File: src/rtl/core/dte_pkg.sv
// shared types and constants for the edge table
`default_nettype none

package dte_pkg;

  localparam int unsigned IdW          = 10;
  localparam int unsigned NumPointsDef = 1024;

  typedef enum logic [1:0] {
    REQ_INSERT    = 2'd0,
    REQ_POP_SMALL = 2'd1,
    REQ_POP_POINT = 2'd2,
    REQ_REMOVE    = 2'd3
  } req_e;

  typedef enum logic [1:0] {
    STAT_OK       = 2'd0,
    STAT_NONE     = 2'd1,
    STAT_OVERFILL = 2'd2
  } stat_e;

  typedef enum logic [1:0] {
    RD_A    = 2'd0,
    RD_B    = 2'd1,
    RD_P    = 2'd2,
    RD_SCAN = 2'd3
  } rd_sel_e;

  // slot 0 valid lives in the occupancy rows
  typedef struct packed {
    logic           v1;
    logic [IdW-1:0] s0;
    logic [IdW-1:0] e0;
    logic [IdW-1:0] s1;
    logic [IdW-1:0] e1;
  } entry_t;

  typedef struct packed {
    entry_t ent;
    logic   occ;
    logic   is_new;
    logic   found;
  } upd_t;

  typedef struct packed {
    logic    ld_req;
    logic    rd_en;
    rd_sel_e rd_sel;
    logic    cap_a;
    logic    cap_b;
    logic    cap_p;
    logic    scan_chk;
    logic    wr_a;
    logic    wr_b;
    logic    clr_wr;
    logic    cnt_clr;
    logic    cnt_inc;
    logic    out_load;
  } cmd_t;

  typedef struct packed {
    logic scan_hit;
    logic cnt_last;
  } sts_t;

endpackage

`default_nettype wire

File: src/rtl/core/dte_ctrl.sv
// sequencer for table operations
`default_nettype none

module dte_ctrl
  import dte_pkg::*;
(
  input  logic       clk_i,
  input  logic       rst_ni,
  input  logic       in_valid_i,
  output logic       in_ready_o,
  input  logic [1:0] req_type_i,
  output logic       out_valid_o,
  input  logic       out_ready_i,
  input  sts_t       sts_i,
  output cmd_t       cmd_o
);

  localparam logic [3:0] S_CLEAR    = 4'd0;
  localparam logic [3:0] S_IDLE     = 4'd1;
  localparam logic [3:0] S_SCAN_RD  = 4'd2;
  localparam logic [3:0] S_SCAN_CHK = 4'd3;
  localparam logic [3:0] S_RD_P     = 4'd4;
  localparam logic [3:0] S_CAP_P    = 4'd5;
  localparam logic [3:0] S_RD_A     = 4'd6;
  localparam logic [3:0] S_RD_B     = 4'd7;
  localparam logic [3:0] S_CAP_B    = 4'd8;
  localparam logic [3:0] S_WR_A     = 4'd9;
  localparam logic [3:0] S_WR_B     = 4'd10;
  localparam logic [3:0] S_FIN      = 4'd11;

  logic [3:0] state_q, state_d;
  logic       out_valid_q, out_valid_d;
  logic       pop_point_q, pop_point_d;

  always_comb begin
    state_d     = state_q;
    pop_point_d = pop_point_q;
    cmd_o       = '0;
    cmd_o.rd_sel = RD_A;
    in_ready_o  = 1'b0;
    unique case (state_q)
      S_CLEAR: begin
        cmd_o.clr_wr  = 1'b1;
        cmd_o.cnt_inc = 1'b1;
        if (sts_i.cnt_last) state_d = S_IDLE;
      end
      S_IDLE: begin
        in_ready_o = 1'b1;
        if (in_valid_i) begin
          cmd_o.ld_req  = 1'b1;
          cmd_o.cnt_clr = 1'b1;
          pop_point_d   = (req_type_i == REQ_POP_POINT);
          state_d       = (req_type_i == REQ_POP_SMALL) ? S_SCAN_RD : S_RD_A;
        end
      end
      S_SCAN_RD: begin
        cmd_o.rd_en  = 1'b1;
        cmd_o.rd_sel = RD_SCAN;
        state_d      = S_SCAN_CHK;
      end
      S_SCAN_CHK: begin
        cmd_o.scan_chk = 1'b1;
        cmd_o.cnt_inc  = 1'b1;
        if (sts_i.scan_hit)      state_d = S_RD_P;
        else if (sts_i.cnt_last) state_d = S_FIN;
        else                     state_d = S_SCAN_RD;
      end
      S_RD_P: begin
        cmd_o.rd_en  = 1'b1;
        cmd_o.rd_sel = RD_P;
        state_d      = S_CAP_P;
      end
      S_CAP_P: begin
        cmd_o.cap_p = 1'b1;
        state_d     = S_RD_A;
      end
      S_RD_A: begin
        cmd_o.rd_en  = 1'b1;
        cmd_o.rd_sel = RD_A;
        state_d      = S_RD_B;
      end
      S_RD_B: begin
        cmd_o.cap_a  = 1'b1;
        cmd_o.rd_en  = 1'b1;
        cmd_o.rd_sel = RD_B;
        state_d      = S_CAP_B;
      end
      S_CAP_B: begin
        cmd_o.cap_b = 1'b1;
        state_d     = S_WR_A;
      end
      S_WR_A: begin
        cmd_o.wr_a = 1'b1;
        state_d    = pop_point_q ? S_FIN : S_WR_B;
      end
      S_WR_B: begin
        cmd_o.wr_b = 1'b1;
        state_d    = S_FIN;
      end
      S_FIN: begin
        if (!out_valid_q || out_ready_i) begin
          cmd_o.out_load = 1'b1;
          state_d        = S_IDLE;
        end
      end
      default: state_d = S_IDLE;
    endcase
  end

  always_comb begin
    out_valid_d = out_valid_q;
    if (out_valid_q && out_ready_i) out_valid_d = 1'b0;
    if (cmd_o.out_load)             out_valid_d = 1'b1;
  end

  assign out_valid_o = out_valid_q;

  always_ff @(posedge clk_i or negedge rst_ni) begin
    if (!rst_ni) begin
      state_q     <= S_CLEAR;
      out_valid_q <= 1'b0;
      pop_point_q <= 1'b0;
    end else begin
      state_q     <= state_d;
      out_valid_q <= out_valid_d;
      pop_point_q <= pop_point_d;
    end
  end

endmodule

`default_nettype wire

File: config.mk
export PLATFORM = sky130hd
export DESIGN_NAME = dte_ctrl
export DESIGN_NICKNAME = d
export VERILOG_FILES = /design/src/rtl/core/dte_pkg.sv /design/src/rtl/core/dte_ctrl.sv
export SDC_FILE = /design/constraint.sdc
export NUM_CORES = 1
export LEC_CHECK = 0
export ABC_AREA = 1
export BUFFER_PORTS_ARGS = -buffer_cell sky130_fd_sc_hd__buf_2
export CAP_MARGIN = 20
export CORE_AREA = 5 5 42 44
export CTS_CLUSTER_DIAMETER = 40
export CTS_CLUSTER_SIZE = 12
export DETAILED_ROUTE_END_ITERATION = 8
export DIE_AREA = 0 0 47 49
export PLACE_DENSITY = 0.72
export SKIP_CTS_REPAIR_TIMING = 1
export SLEW_MARGIN = 5
export SYNTH_ARGS = -nofsm -noshare
export SYNTH_HDL_FRONTEND = slang
export SYNTH_SLANG_ARGS = --single-unit
export TNS_END_PERCENT = 10
File: constraint.sdc
create_clock -name clk_i -period 3.5 [get_ports clk_i]
set_clock_uncertainty 0.1 [all_clocks]
set_input_delay 0.175 -clock clk_i [delete_from_list [all_inputs] [get_ports clk_i]]
set_output_delay 0.175 -clock clk_i [all_outputs]
set_load 0.02 [all_outputs]
# [After elaboration in Yosys (flattened, before gate mapping)]
# Index checks and enable logic that the tools add are counted.
[classes] n_mux=24 eq_ne=16 n_reduce_logical=8
[op_table] operator="$pmux W4 S12" n=1
[op_table] operator="$mux W4" n=5
[op_table] operator="$eq A4 B3 Y1 const B" n=4
[op_table] operator="$eq A4 B4 Y1 const B" n=4
[op_table] operator="$mux W1" n=16
[op_table] operator="$pmux W3 S4" n=1
[op_table] operator="$eq A4 B2 Y1 const B" n=2
[op_table] operator="$ne A2 B2 Y1 const B" n=3
[op_table] operator="$eq A4 B1 Y1 const B" n=1
[op_table] operator="$logic_not A4 Y1" n=1
[op_table] operator="$mux W3" n=1
[op_table] operator="$reduce_and A3 Y1" n=1
[op_table] operator="$eq A2 B1 Y1 const B" n=1
[op_table] operator="$eq A2 B2 Y1 const B" n=1
[op_table] operator="$reduce_and A2 Y1" n=1
[op_table] operator="$reduce_bool A2 Y1" n=1
[op_table] operator="$reduce_or A2 Y1" n=1
[op_table] operator="$logic_and A1 B1 Y1" n=1
[op_table] operator="$logic_not A1 Y1" n=1
[op_table] operator="$logic_or A1 B1 Y1" n=1
[totals] reg_bits=6 output_inout_bits=16

# [Longest topological paths before layout]
# Gate-level depths: netlist of the first run.
[depth] ltp_word=5 ltp_mapped=7 ltp_nobuf=7

# [Worst setup path after synthesis of the first run]
# OpenSTA, ideal clock, no wires.
[synth_path] kind="register -> output" startpoint="register state_q[3]" endpoint="output port cmd_o[13] in the netlist's numbering" n_path_buf=1 t_arrival_ns=1.156 path_stages_with_launch=5 setup_slack_ns=2.069 cell_sequence="dfrtp_1 > nor2_1 > nand2_1 > nor2_2 > buf_4"
[synth_lines] item="start, declared" line="dte_ctrl.sv:31" text="logic [3:0] state_q, state_d;"
[synth_lines] item="start signal, assigned" line="dte_ctrl.sv:124" text="state_q <= state_d;"
[synth_lines] item="end, declared" line="dte_ctrl.sv:15" text="output cmd_t cmd_o"

==> results of run 1 <==
-- flip-flops by register name, summed over array words and instances (netlist names) --
register / cells
out_valid_o: 1
pop_point_q: 1
state_q: 4
-- critical path: cells and delay by family (launching register included) --
family / cells / cell delay (ps)
buffers and inverters: 1 / 180
DFF: 1 / 420
and+or+nand+nor: 3 / 510
-- cell families after synthesis --
group | share of synthesized area (%)
buffers and inverters | 14.0
and+or+nand+nor | 44.7
AOI/OAI and AO/OA | 10.3
DFF | 31.0
-- layout make-up --
class / instances / area (um2)
repair buffers: 24 / 125
multi-input cells: 59 / 267
inverters: 14 / 52.6
well taps: 16 / 20.0
fillers: 164 / 764
clock buffers: 3 / 22.5
flip-flops and latches: 6 / 150
-- through the flow --
stage	worst slack, ps	std cells	area (um2)	hold slack (ps)
2_1_floorplan	2070	81	484	-221
3_3_place_gp	2150	118	604	-96.4
3_5_place_dp	2140	118	604	-93.7
4_1_cts	1860	121	627	-360
5_1_grt	1720	122	637	53.7
6_report	1870	122	637	45.4
-- final timing paths --
check                         endpoint  slack, ps         from
setup / recovery              cmd_o[2]       1870   state_q[2]
hold / removal             out_valid_o         50  out_ready_i
max in group asynchronous  pop_point_q       2970       rst_ni
min in group asynchronous   state_q[2]        180       rst_ni
hold reg to reg            pop_point_q        400  pop_point_q
setup reg to reg            state_q[0]       2180   state_q[2]
-- where the power goes --
part | internal (W) | switching, W
Clock | 0.0000388 | 0.0000248
Sequential | 0.0000995 | 0.0000316
Combinational | 0.000123 | 0.000271
-- cell usage in the layout, fill, tap and decap left out --
| cell | instances |
|---|---|
| a21oi_1 | 3 |
| buf_2 | 23 |
| clkbuf_4 | 3 |
| dfrtp_1 | 6 |
| dlygate4sd3_1 | 1 |
| inv_1 | 12 |
| inv_2 | 2 |
| nand2_1 | 19 |
| nand2_2 | 2 |
| nand3_1 | 4 |
| nand3_2 | 1 |
| nor2_1 | 18 |
| nor2_2 | 3 |
| nor2_4 | 1 |
| nor3_1 | 1 |
| o21ai_0 | 7 |
-- routing by layer --
metal / up-vias / routed length, um / GRT usage [%]
li1: 300 / - / -
met2: 18 / 536 / 15.2
met4: 0 / 19 / 6.91
met1: 239 / 516 / 16.4
met3: 4 / 106 / 3.32
met5: - / 0 / 0
==> impl_metrics.env, run 1 <==
export IMPL_core_area_mm2=0.00140
export IMPL_grt_pass1_wl_um=1900
export IMPL_clock_path_buffers=2
export IMPL_clockRootBuffer="clkbuf_4"
export IMPL_netlist_area_um2=484
export IMPL_die_w_um=47
export IMPL_synth_flop_cell="dfrtp_1"
export IMPL_cts_tree="yes"
export IMPL_worst_pin_slew_ps=227
export IMPL_avgSynthCellArea_um2=5.98
export IMPL_power_density_mw_per_mm2=924
export IMPL_fin_crit_ps=1630
export IMPL_area_growth_pct=31.5
export IMPL_grt_use_total_pct=11.6
export IMPL_firstDrtPassIters=4
export IMPL_slew_violations=0
export IMPL_fmax_mhz=614
export IMPL_yosysMostFrequentCell="nand2_1"
export IMPL_antennaDiodeCount=0
export IMPL_drive_gt1_share_pct=33.0
export IMPL_netlist_instances=81
export IMPL_drt_iter0_drc=9
export IMPL_rows=14
export IMPL_path_cells="nor2_1 -> nand2_1 -> nor2_2 -> buf_2"
export IMPL_power_w=0.000588
export IMPL_holdPathStages=2
export IMPL_setup_viol=0
export IMPL_ys_types=14
export IMPL_fin_nets=116
export IMPL_ys_ff_latch=6
export IMPL_finalHoldViolations=0
export IMPL_yosysSeqAreaShare_pct=31.0
export IMPL_synthTopCellsByCount="nand2_1 (19), nor2_1 (18), inv_1 (12), o21ai_0 (7), dfrtp_1 (6)"
export IMPL_tns_ps=0
export IMPL_first_global_vias=459
export IMPL_timing_slew_headroom_pct=84.8
export IMPL_start_kind="flip-flop"
export IMPL_worstSkewPairLatency_ps=250
export IMPL_max_stage_delay_ps=420
export IMPL_wl_um=1180
export IMPL_yosysWarnings=0
export IMPL_cp_data_required_time_ps=3220
export IMPL_status="finished, final reports clean"
export IMPL_maxCapViolations=0
export IMPL_crit_slowest_cell="dfrtp_1"
export IMPL_overflow=0
export IMPL_viasPerCell=4.60
export IMPL_reg2reg_depth=6
export IMPL_fin_util_pct=45.4
export IMPL_async_flop_share_pct=100
export IMPL_die_area_mm2=0.00230
export IMPL_hold_class="primary input to flip-flop"
export IMPL_setup_worst_path_end_class="primary output"
export IMPL_die_height_um=49
export IMPL_io_pins=24
export IMPL_cts_buffers=3
export IMPL_synth_top_area_share_pct=31.0
export IMPL_route_detailed_drc=0
export IMPL_syn_nets=89
export IMPL_gp_congestion=0.790
export IMPL_vias=561
export IMPL_p_leak_nw=0.402
export IMPL_grt_max_degree=9
export IMPL_synthTopCellsByArea="dfrtp_1 (31%), nand2_1 (15%), nor2_1 (14%)"
export IMPL_antenna_found_initial=0
export IMPL_worstSetupPathType="flip-flop to primary output"
export IMPL_period_share_pct=46.5
export IMPL_postRouteAntennaNets=0
export IMPL_crit_arrival_ps=1350
export IMPL_numPortBuffers=23
export IMPL_synth_edf_count=0
export IMPL_cts_num_sinks=6
export IMPL_irDropWorstVdd_uv=467
export IMPL_h_tree_depth=1
export IMPL_place_detailed_hpwl_um=1010
export IMPL_cp_max_fo=5
export IMPL_yosys_area_top_type="dfrtp_1"
export IMPL_wl_per_cell_um=9.66
export IMPL_initial_core_util_pct=34.6
export IMPL_rsz0062_at_grt="no"
export IMPL_clkTransAtPathRegs_ps=50
(Power assumes the default switching activity.)
==> run 2: changes to the inputs <==
- PLACE_DENSITY: 0.72 -> 0.74
- clock period: 3.5 -> 1.4 ns (I/O delays scaled with it)
==> run 2 against run 1 <==
The run now ends with hold timing, setup timing left. Combinational power grew to 2.8 times the previous value. Largest cell class unchanged. Utilization is 4.5 points higher. Global-route usage is 0.47 points higher. Sequential power grew to 2.9 times the previous value. Critical endpoint is now cmd_o[13]. Critical path type unchanged. Worst setup slack worse by 1900 ps.
==> impl_metrics.env, run 2 (synthesis results as in run 1) <==
export IMPL_maxCapViolations=0
export IMPL_clkTransAtPathRegs_ps=50
export IMPL_start_kind="flip-flop"
export IMPL_placed_area_um2=604
export IMPL_vias=571
export IMPL_drt_iter0_drc=11
export IMPL_initial_core_util_pct=34.6
export IMPL_top_register="state_q"
export IMPL_fin_crit_ps=1430
export IMPL_status="finished, violations left"
export IMPL_core_area_mm2=0.00140
export IMPL_overflow=0
export IMPL_fillers=152
export IMPL_worstSkewPairLatency_ps=240
export IMPL_path_cells="inv_2 -> nor2_2 -> nand2_2 -> nor2_4 -> buf_4"
export IMPL_max_stage_delay_ps=430
export IMPL_stdcell_count=123
export IMPL_power_density_mw_per_mm2=2350
export IMPL_wl_um=1320
export IMPL_first_global_vias=538
export IMPL_antenna_found_initial=0
export IMPL_fin_util_pct=49.9
export IMPL_rsz0062_at_grt="yes"
export IMPL_grt_use_total_pct=12.1
export IMPL_clockRootBuffer="clkbuf_4"
export IMPL_cp_max_fo=5
export IMPL_fin_nets=117
export IMPL_setup_ws_ps=-30.5
export IMPL_rr_endpoint="state_q[0]"
export IMPL_final_area_um2=699
export IMPL_irDropWorstVdd_uv=946
export IMPL_viasPerCell=4.64
export IMPL_timing_slew_headroom_pct=85.0
export IMPL_final_common_cell="nand2_1"
export IMPL_die_area_mm2=0.00230
export IMPL_postRouteAntennaNets=0
export IMPL_finalHoldViolations=1
export IMPL_worst_pin_slew_ps=222
export IMPL_route_detailed_drc=0
export IMPL_gp_congestion=0.875
export IMPL_hold_class="primary input to flip-flop"
export IMPL_die_height_um=49
export IMPL_crit_arrival_ps=1260
export IMPL_grt_max_degree=9
export IMPL_whs_ps=-6.17
export IMPL_antennaDiodeCount=0
export IMPL_crit_slowest_cell="dfrtp_2"
export IMPL_cts_buffers=3
export IMPL_crit_family="flip-flops"
export IMPL_period_share_pct=102
export IMPL_p_leak_nw=0.405
export IMPL_crit_buf_inv=2
export IMPL_cts_num_sinks=6
export IMPL_io_pins=24
export IMPL_place_detailed_hpwl_um=1050
export IMPL_tns_ps=-112
export IMPL_crit_start="state_q[0]"
export IMPL_area_growth_pct=44.4
export IMPL_crit_path_end="cmd_o[13]"
export IMPL_reg2reg_from="state_q[0]"
export IMPL_reg2reg_depth=6
export IMPL_cts_tree="yes"
export IMPL_fmax_mhz=699
export IMPL_largest_reg_flops=4
export IMPL_rrSetupSlack_ps=130
export IMPL_setup_viol=8
export IMPL_die_w_um=47
export IMPL_h_tree_depth=1
export IMPL_rows=14
export IMPL_path_depth=5
export IMPL_clock_path_buffers=2
export IMPL_firstDrtPassIters=4
export IMPL_slew_violations=0
export IMPL_grt_pass1_wl_um=2120
export IMPL_dp_cells=118
export IMPL_wl_per_cell_um=10.7
export IMPL_worstSetupPathType="flip-flop to primary output"
export IMPL_final_cell_mix="nand2_1 (17), nor2_1 (15), buf_2 (15), inv_1 (12), buf_4 (8)"
export IMPL_setup_worst_path_end_class="primary output"
export IMPL_violations="hold timing, setup timing"
export IMPL_numPortBuffers=23
export IMPL_cp_data_required_time_ps=1230
export IMPL_drive_gt1_share_pct=41.1
-- run 2: tightest hold or removal path, delay by kind of cell --
kind | cells | cell delay (ps)
and+or+nand+nor | 3 | 140
buffers and inverters | 1 | 90
-- run 2: area by class of cell --
type / instances / area, um2 / area share [%]
multi-input combinational: 59 / 294 / 42.0
sequential: 6 / 155 / 22.2
timing repair buffer: 25 / 155 / 22.2
inverter: 14 / 52.6 / 7.51
clock buffer: 3 / 22.5 / 3.22
tap: 16 / 20.0 / 2.86
-- run 2: power by group --
part	leakage, nW	total [W]	switching, W	internal, W
logic	0.320	0.00111	0.000723	0.000388
clock network	0.0138	0.000157	0.0000606	0.0000969
registers	0.0717	0.000374	0.000115	0.000259
-- run 2: routing by layer --
layer	share of wire, %	global-route usage [%]	vias up
met5	0	0	-
met2	55	20.6	8
met1	41	14.3	264
met3	3.7	2.58	0
li1	-	-	299
met4	0	4.15	0
-- run 2: metrics by stage --
stage / worst slack (ps) / total power [W]
after detailed placement: 33.6 / 0.00133
final: -30.5 / 0.00164
after floorplan: 74.4 / 0.00106
after global placement: 58.4 / 0.00131
after global routing: -115 / 0.00178
after CTS: -197 / 0.00149
-- run 2: how the worst min path moves through the flow --
stage,start,endpoint,slack (ps),cells after the start
floorplan,rst_ni,out_valid_o,-330,0
global placement,rst_ni,out_valid_o,-200,1
detailed placement,rst_ni,out_valid_o,-200,1
CTS,rst_ni,out_valid_o,-460,1
global route,req_type_i[0],pop_point_q,10,4
finish,req_type_i[0],pop_point_q,-6,4
